[src/hw/rtl/tcw_pkg.sv]
// ============================================================================
// Text console writer package
// Screen geometry, derived widths, character codes and the command and
// status records that pass between the controller and the datapath.
// ============================================================================
package tcw_pkg;

    localparam int SCREEN_COLUMNS = 80;
    localparam int SCREEN_LINES   = 24;
    localparam int CELL_COUNT     = SCREEN_COLUMNS * SCREEN_LINES;

    localparam int ADDR_W = $clog2(CELL_COUNT);
    localparam int COL_W  = $clog2(SCREEN_COLUMNS);
    localparam int ROW_W  = $clog2(SCREEN_LINES);
    localparam int CELL_W = 16;

    localparam logic [7:0] ATTR_RESET = 8'd7;
    localparam logic [7:0] CH_CR      = 8'd13;
    localparam logic [7:0] CH_LF      = 8'd10;
    localparam logic [7:0] PRINT_LOW  = 8'd32;
    localparam logic [7:0] PRINT_HIGH = 8'd126;

    typedef enum logic [1:0] {
        KIND_SERIAL = 2'd0,
        KIND_NONE   = 2'd1,
        KIND_CELL   = 2'd2
    } t_kind;

    // controller -> datapath
    typedef struct packed {
        logic load;         // latch the accepted item
        logic do_put;       // write cell, move cursor, start scroll clear
        logic clr_step;     // clear one cell of the sweep
        logic post;         // load the output register
        logic post_second;  // second echo result of LF
    } t_cmd;

    // datapath -> controller
    typedef struct packed {
        logic in_read;      // item on the input is a cell read
        logic is_lf;        // latched character is LF
        logic scroll;       // this put moves past the last line
        logic clr_last;     // sweep is at its final cell
        logic out_free;     // output register can take a result
    } t_stat;

endpackage

[src/hw/rtl/tcw_ctrl.sv]
// ============================================================================
// Text console writer controller
// Sequences reset clear, cell reads, puts, scroll clears and echo results.
// ============================================================================
module tcw_ctrl import tcw_pkg::*; (
    input  logic  i_clk,
    input  logic  i_rst_n,
    input  logic  i_in_valid,
    output logic  o_in_ready,
    input  t_stat i_stat,
    output t_cmd  o_cmd
);

    typedef enum logic [2:0] {
        S_CLEAR,
        S_IDLE,
        S_READ,
        S_PUT,
        S_SCROLL,
        S_EMIT1,
        S_EMIT2
    } t_state;

    t_state r_state, n_state;
    logic   r_ready;
    t_cmd   cmd;
    logic   accept;

    assign accept = i_in_valid && r_ready;

    always_comb begin
        n_state = r_state;
        cmd     = '0;
        unique case (r_state)
            S_CLEAR: begin
                cmd.clr_step = 1'b1;
                if (i_stat.clr_last) begin
                    n_state = S_IDLE;
                end
            end
            S_IDLE: begin
                if (accept) begin
                    cmd.load = 1'b1;
                    n_state  = i_stat.in_read ? S_READ : S_PUT;
                end
            end
            S_READ: begin
                if (i_stat.out_free) begin
                    cmd.post = 1'b1;
                    n_state  = S_IDLE;
                end
            end
            S_PUT: begin
                cmd.do_put = 1'b1;
                if (i_stat.scroll) begin
                    n_state = S_SCROLL;
                end else if (i_stat.out_free) begin
                    cmd.post = 1'b1;
                    n_state  = i_stat.is_lf ? S_EMIT2 : S_IDLE;
                end else begin
                    n_state = S_EMIT1;
                end
            end
            S_SCROLL: begin
                cmd.clr_step = 1'b1;
                if (i_stat.clr_last) begin
                    n_state = S_EMIT1;
                end
            end
            S_EMIT1: begin
                if (i_stat.out_free) begin
                    cmd.post = 1'b1;
                    n_state  = i_stat.is_lf ? S_EMIT2 : S_IDLE;
                end
            end
            S_EMIT2: begin
                if (i_stat.out_free) begin
                    cmd.post        = 1'b1;
                    cmd.post_second = 1'b1;
                    n_state         = S_IDLE;
                end
            end
            default: begin
                n_state = S_IDLE;
            end
        endcase
    end

    always_ff @(posedge i_clk) begin
        if (!i_rst_n) begin
            r_state <= S_CLEAR;
            r_ready <= 1'b0;
        end else begin
            r_state <= n_state;
            r_ready <= (n_state == S_IDLE);
        end
    end

    assign o_in_ready = r_ready;
    assign o_cmd      = cmd;

    // one item at a time
    a_one_item: assert property (@(posedge i_clk) disable iff (!i_rst_n)
        accept |=> !r_ready)
        else $error("tcw_ctrl: input taken twice in a row");

    // only LF produces a second result
    a_second_lf: assert property (@(posedge i_clk) disable iff (!i_rst_n)
        (r_state == S_EMIT2) |-> i_stat.is_lf)
        else $error("tcw_ctrl: second result for non-LF");

endmodule

[config.mk]
export PLATFORM = sky130hd
export DESIGN_NAME = tcw_ctrl
export DESIGN_NICKNAME = d
export VERILOG_FILES = /design/src/hw/rtl/tcw_pkg.sv /design/src/hw/rtl/tcw_ctrl.sv
export SDC_FILE = /design/constraint.sdc
export NUM_CORES = 1
export LEC_CHECK = 0
export BUFFER_PORTS_ARGS = -buffer_cell sky130_fd_sc_hd__buf_4
export CORE_AREA = 2 2 39 41
export CTS_CLUSTER_SIZE = 28
export DETAILED_ROUTE_END_ITERATION = 6
export DIE_AREA = 0 0 41 43
export PLACE_DENSITY = 0.55
export RECOVER_POWER = 25
export SLEW_MARGIN = 30
export SYNTH_ARGS = -nofsm -noshare
export SYNTH_HDL_FRONTEND = slang
export SYNTH_SLANG_ARGS = --single-unit
[constraint.sdc]
create_clock -name i_clk -period 1.4 [get_ports i_clk]
set_clock_uncertainty 0.15 [all_clocks]
set_input_delay 0.14 -clock i_clk [delete_from_list [all_inputs] [get_ports i_clk]]
set_output_delay 0.14 -clock i_clk [all_outputs]
set_load 0.005 [all_outputs]
Word level (Yosys, flattened, before mapping):

Cells that the tools add are included.
Widths: inputs -> output; s select.

* flip-flop bits (word level): 4
* input port bits: 8
* word-level logic and storage cells: 33

* equality and inequality tests: 7
* muxes and demuxes: 19
* reductions and logical operators: 5

Operators by type and width (number)
* $mux 3: 8
* $pmux 3 s6: 1
* $eq 3x3->1 const B: 3
* $mux 1: 8
* $eq 3x1->1 const B: 2
* $eq 3x2->1 const B: 2
* $reduce_or 2->1: 3
* $logic_not 3->1: 1
* $pmux 1 s3: 1
* $mux 2: 1
* $logic_and 1x1->1: 1

Depth between registers and ports, before layout:

Gate-level depths: netlist of the first run.

* depth in word-level cells: 5
* depth in mapped cells: 5

Least setup slack after synthesis of the first run:

OpenSTA, ideal clock, no wires.

* path kind: reg-to-reg
* from: register r_state[0]
* to: register r_ready (netlist: o_in_ready)
* library setup time: 0.115 ns
* arrival time: 1.188 ns
* data required time: 1.135 ns
* setup slack: -0.053 ns
* stages on the path, launching flop included: 6
* cells stage by stage: dfxtp_1 > buf_6 > mux2_4 > a222oi_1 > a21oi_1 > and3_1

* word-level cells in the longest chain between the ends: 4
* elaborated cells on any way between the ends: 15
* classes of those cells: eq/ne: 7; mux: 6; reduce/logical: 2

Ends and longest elaborated chain
* start: declaration: line tcw_ctrl.sv:24 `t_state r_state, n_state;`
* start signal: assignment: line tcw_ctrl.sv:94 `r_state <= n_state;`
* $eq 3x3->1 or $eq 3x2->1 (tied branches): line tcw_ctrl.sv:34 `unique case (r_state)`
* $reduce_or 2->1 (no line)
* $pmux 3 s6 *: line tcw_ctrl.sv:34
* $eq 3x1->1 *: line tcw_ctrl.sv:95 `r_ready <= (n_state == S_IDLE);`
* end signal: assignment: line tcw_ctrl.sv:95
* end: declaration: line tcw_ctrl.sv:25 `logic r_ready;`

Mark *: on every way between the ends. The rest lies on a longest branch, timed or not.
A chain may end at the register's enable or synchronous reset.

==> results_dict.tcl, run 1 <==
set metrics [dict create \
    outcome "complete, but fails checks" \
    violations "setup timing" \
    hold_viol_final 0 \
    io_buffer_count 13 \
    relSlewSlack 0.770 \
    synth_area_leader_cell "dfxtp_1" \
    grt_util_all_layers 0.126 \
    first_pass_iters 4 \
    cts_root_buf "clkbuf_4" \
    syn-cell-area_um2 275 \
    grt_use_met1 0.138 \
    report.final.slew_viol_count 0 \
    area_growth_syn_to_layout_pct 115 \
    design.core.area_mm2 0.00138 \
    hold_buffers 0 \
    synth-async-reset-ratio 0 \
    fillCellCount 153 \
    cts_buffers 3 \
    ys_ff_latch 4 \
    grt_pass1_wl_mm 1.42 \
    via_per_inst 4.78 \
    synth.top_cell.area_share 0.291 \
    final_nets 70 \
    fin_crit_sh 1.07 \
    cp.required_ns 1.11 \
    rsz0062_at_grt "yes" \
    power_w 0.000388 \
    clock_path_buffers 2 \
    regArea_um2 91.3 \
    hpwl_um 585 \
    antenna_found_initial 0 \
    fin_ws_ns -0.103 \
    io_pins 14 \
    htreeDepth 1 \
    synth_edf_count 0 \
    die_w_um 41 \
    vias 363 \
    routed_wl_um 918 \
    grt_pass1_vias 366 \
    multiInputGateArea_um2 246 \
    fin_crit_ns 1.50 \
    power.density_mw_per_mm2 658 \
    synth.avg_cell_area_um2 8.34 \
    detail-route-antenna-nets 0 \
    synth_top_cells_by_area "dfxtp_1 29%, nor2_1 6.8%, mux2_4 5.5%" \
    fin_util 0.427 \
    rows 14 \
    clk_transition_reported_paths_ns 0.04 \
    ys_warn_count 0 \
    synth_ff_type "dfxtp_1" \
    drive_gt1_frac 0.650 \
    wire_per_inst_um 12.1 \
    p_leak_nw 0.258 \
    drt_iter0_markers 8 \
    cts_sinks 4 \
    dieArea_mm2 0.00176 \
    ys_seq_area_frac 0.291 \
    grt_remaining_overflow 0 \
    grt_max_degree 9 \
    grt_use_met3 0.0628 \
    worstSetupEndpointType "output port" \
    finalSetupViolCount 4 \
    path_class "reg2out" \
    yosysMostFrequentCell "nor2_1" \
    vdd_ir_drop_max_uv 481 \
    hold_class "in2reg" \
    place_area_um2 457 \
    post-route-cell-area_um2 591 \
    synthCells 33 \
    arrival_ns 1.21 \
    drv_cap 0 \
    worstMarginPinSlew_ns 0.346 \
    grt_use_met2 0.191 \
    drc 0 \
    cts_tree "built" \
    synth_commonest_cells "5 x nor2_1, 4 x dfxtp_1, 3 x nand2_1, 2 x inv_1, 2 x nor3b_1" \
    tns_ns -0.204 \
    clk_latency_ns 0.24 \
    start_util 0.199 \
    antennaDiodeCount 0 \
    synth_nets 41 \
    busiest_layer "met2" \
    gp_congestion 0.777 \
    cp-start-kind "flip-flop" \
    yosysUniqueCellTypes 22 \
    fmax_ghz 0.665 \
    die_h_um 43 \
    path_max_fanout 6 \
]
-- kinds of logic (layout without fill, tap and decap cells) --
group / after synthesis / in the layout / share of synthesized area
and+or+nand+nor: 17 / 17 / 0.368
AOI/OAI and AO/OA: 8 / 8 / 0.218
DFF: 4 / 4 / 0.291
buffers and inverters: 3 / 30 / 0.0682
muxes: 1 / 1 / 0.0545
-- critical path, stage by stage, from the launching register on --
cell and delay, ns:
dfxtp_4 0.37, buf_6 0.11, nand4bb_4 0.12, buf_6 0.14, a31oi_4 0.12, buf_6 0.11
-- placed cells by master (no fill, tap or decap), types with 2 or more instances in the layout --
cell type	n
nor2_1	5
dfxtp_4	3
nand2_1	3
inv_1	2
clkbuf_4	4
buf_4	20
buf_6	4
-- worst paths after layout --
path,start,end,slack [ns],cells past startpoint
worst max-delay path,r_state[0]$_SDFF_PN0_,o_cmd[1],-0.10,5
worst min-delay path,i_rst_n,r_state[1]$_SDFF_PN0_,0.02,3
worst max register to register,r_state[0]$_SDFF_PN0_,o_in_ready$_SDFF_PN0_,-0.07,4
worst min register to register,o_in_ready$_SDFF_PN0_,r_state[0]$_SDFF_PN0_,0.52,3
-- through the flow --
stage	cells	hold slack [ns]	setup WS, ns
global placement	71	0.243	-0.124
global route	76	0.0378	-0.162
finish	76	0.0204	-0.103
detailed placement	71	0.251	-0.133
floorplan	33	0.141	-0.0534
CTS	77	0.0168	-0.154
-- power breakdown --
part	internal [W]	leakage (nW)	total (W)	switching [W]
Clock	0.0000962	0.0138	0.000149	0.0000525
Sequential	0.000119	0.0350	0.000129	0.0000100
Combinational	0.0000711	0.209	0.000110	0.0000393
-- flip-flops by register name, indices dropped and copies added (netlist names) --
signal	cells
o_in_ready	1
r_state	3
-- repair_timing --
item	4_1_cts	5_1_grt
buffers inserted	3	0
pin swaps	5	1
gates resized for setup	9	10
endpoints found under the setup margin	5	7
-- routing by layer --
metal | routed length [um] | vias to the layer above
li1 | - | 178
met1 | 347 | 176
met2 | 527 | 9
met3 | 42 | 0
met4 | 0 | 0
met5 | 0 | -
-- area by class of cell --
class,instances,area share
clock buffers,3,0.0381
inverters,2,0.0127
multi-input cells,26,0.417
flip-flops and latches,4,0.155
well taps,16,0.0339
repair buffers,25,0.343
No activity file was read; power rests on OpenSTA's default activity.
==> inputs of run 2 (changes only) <==
--- a/config.mk
+++ b/config.mk
@@ -10,7 +10,7 @@
 export CTS_CLUSTER_SIZE = 28
 export DETAILED_ROUTE_END_ITERATION = 6
 export DIE_AREA = 0 0 41 43
-export PLACE_DENSITY = 0.55
+export PLACE_DENSITY = 0.4
 export RECOVER_POWER = 25
 export SLEW_MARGIN = 30
 export SYNTH_ARGS = -nofsm -noshare
==> run 2 against run 1 <==
  * The flow still finishes with violations (setup timing)
  * Final area shrank 7.0%
  * Largest cell class unchanged
  * Worst hold slack lost 0.011 ns
  * Global-route usage shrank 2.2 points
  * Core utilization shrank 3.0 points
  * Die area is the same
  * Register-to-register slack lost 0.03 ns
  * Setup slack lost 0.010 ns
  * Sequential share of layout area is essentially flat
  * Via count shrank 5.2%
==> results_dict.tcl, run 2 (synthesized netlist as in run 1, its figures left out) <==
set metrics [dict create \
    cts_sinks 4 \
    crit_chain "buf_6 > nand4bb_4 > buf_6 > a31oi_4 > buf_6" \
    area_growth_syn_to_layout_pct 99.5 \
    worstSetupEndpointType "output port" \
    grt_pass1_wl_mm 1.24 \
    clk_transition_reported_paths_ns 0.03 \
    largest_register_ffs 3 \
    fin_crit_ns 1.51 \
    grt_pass1_vias 330 \
    hold_viol_final 0 \
    outcome "complete, but fails checks" \
    p_leak_nw 0.248 \
    path_max_fanout 6 \
    arrival_ns 1.22 \
    regArea_um2 85.1 \
    vias 344 \
    cts_buffers 3 \
    pwr-share-clk 0.371 \
    clk_latency_ns 0.23 \
    io_pins 14 \
    io_buffer_count 13 \
    drt_iter0_markers 6 \
    drive_gt1_frac 0.603 \
    worst_path_max_delay_cell "dfxtp_2" \
    pwr-share-comb 0.274 \
    htreeDepth 1 \
    cp.required_ns 1.11 \
    finalSetupViolCount 6 \
    vdd_ir_drop_max_uv 304 \
    seqPwrFrac 0.355 \
    tns_ns -0.378 \
    swShare 0.227 \
    fmax_ghz 0.661 \
    p_sw_w 0.0000821 \
    hpwl_um 598 \
    post-route-cell-area_um2 549 \
    cp-start-kind "flip-flop" \
    fin_util 0.397 \
    drc 0 \
    fin_ws_ns -0.113 \
    via_per_inst 4.65 \
    cts_root_buf "clkbuf_4" \
    crit_family "buffers and inverters" \
    power.density_mw_per_mm2 660 \
    intPower_w 0.000280 \
    rows 14 \
    report.final.slew_viol_count 0 \
    multiInputGateArea_um2 226 \
    antennaDiodeCount 0 \
    place_area_um2 442 \
    violations "setup timing" \
    worst_path_largest_cell_delay_ns 0.33 \
    place_worst_setup_slack_ns -0.0968 \
    clock_path_buffers 2 \
    start_util 0.199 \
    hold_buffers 0 \
    first_pass_iters 5 \
    worstPathBufferInverterCount 3 \
    grt_util_all_layers 0.103 \
    drv_cap 0 \
    rsz0062_at_grt "yes" \
    final_nets 68 \
    whs_ns 0.00986 \
    final_common_cell "buf_4" \
    dieArea_mm2 0.00176 \
    design.core.area_mm2 0.00138 \
    die_h_um 43 \
    path_class "reg2out" \
    crit_top_cell "buf_6" \
    antenna_found_initial 0 \
    relSlewSlack 0.828 \
    wire_per_inst_um 11.0 \
    grt_remaining_overflow 0 \
    top_register "r_state" \
    cts_tree "built" \
    hold_class "in2reg" \
    fillCellCount 154 \
    fin_crit_sh 1.08 \
    gp_congestion 0.757 \
    mostFrequentLayoutCells "18 x buf_4, 5 x nor2_1, 4 x clkbuf_4, 4 x buf_6, 3 x nand2_1" \
    grt_max_degree 9 \
    die_w_um 41 \
    detail-route-antenna-nets 0 \
    worstMarginPinSlew_ns 0.258 \
    routed_wl_um 814 \
]
[run 2: what timing repair did]
item,4_1_cts,5_1_grt
resized for setup,5,8
pin swaps,3,2
endpoints found under the setup margin,4,7
buffers inserted,2,0
[run 2: per-stage QoR]
step | power [W] | cells
final | 0.000362 | 74
after global routing | 0.000381 | 74
after CTS | 0.000365 | 74
after detailed placement | 0.000211 | 69
after global placement | 0.000213 | 69
after floorplan | 0.000167 | 33
[run 2: worst register-to-register path: stages, from the launching register on]
cell and delay (ns):
dfxtp_2 0.33, buf_6 0.10, mux2_4 0.30, o21ai_1 0.16
o221ai_1 0.16, and3_1 0.19
[run 2: final cells by class]
cell class | instances | area share
clock buffers | 3 | 0.0410
inverters | 2 | 0.0137
multi-input cells | 26 | 0.412
well taps | 16 | 0.0364
repair buffers | 23 | 0.342
flip-flops and latches | 4 | 0.155
[run 2: power groups by stage]
stage | Combinational [W] | Clock, W | Sequential (W)
3_3_place_gp | 0.0000817 | 0 | 0.000131
3_5_place_dp | 0.0000798 | 0 | 0.000131
4_1_cts | 0.0000902 | 0.000146 | 0.000128
6_report | 0.0000994 | 0.000134 | 0.000129
2_1_floorplan | 0.0000388 | 0 | 0.000128
5_1_grt | 0.000107 | 0.000145 | 0.000129
[run 2: final timing paths]
kind / start / slack, ns / to / cells after the start
worst max-delay path: r_state[0]$_SDFF_PN0_ / -0.11 / o_cmd[1] / 5
worst min-delay path: i_rst_n / 0.01 / r_state[2]$_SDFF_PN0_ / 3
worst max register to register: r_state[0]$_SDFF_PN0_ / -0.10 / o_in_ready$_SDFF_PN0_ / 5
worst min register to register: o_in_ready$_SDFF_PN0_ / 0.52 / r_state[0]$_SDFF_PN0_ / 3
[run 2: metal layers]
layer	share of wire	GRT usage	up-vias
met4	0	0.0800	0
met5	0	0	-
met2	0.54	0.163	8
met1	0.41	0.115	161
met3	0.054	0.0157	0
li1	-	-	175
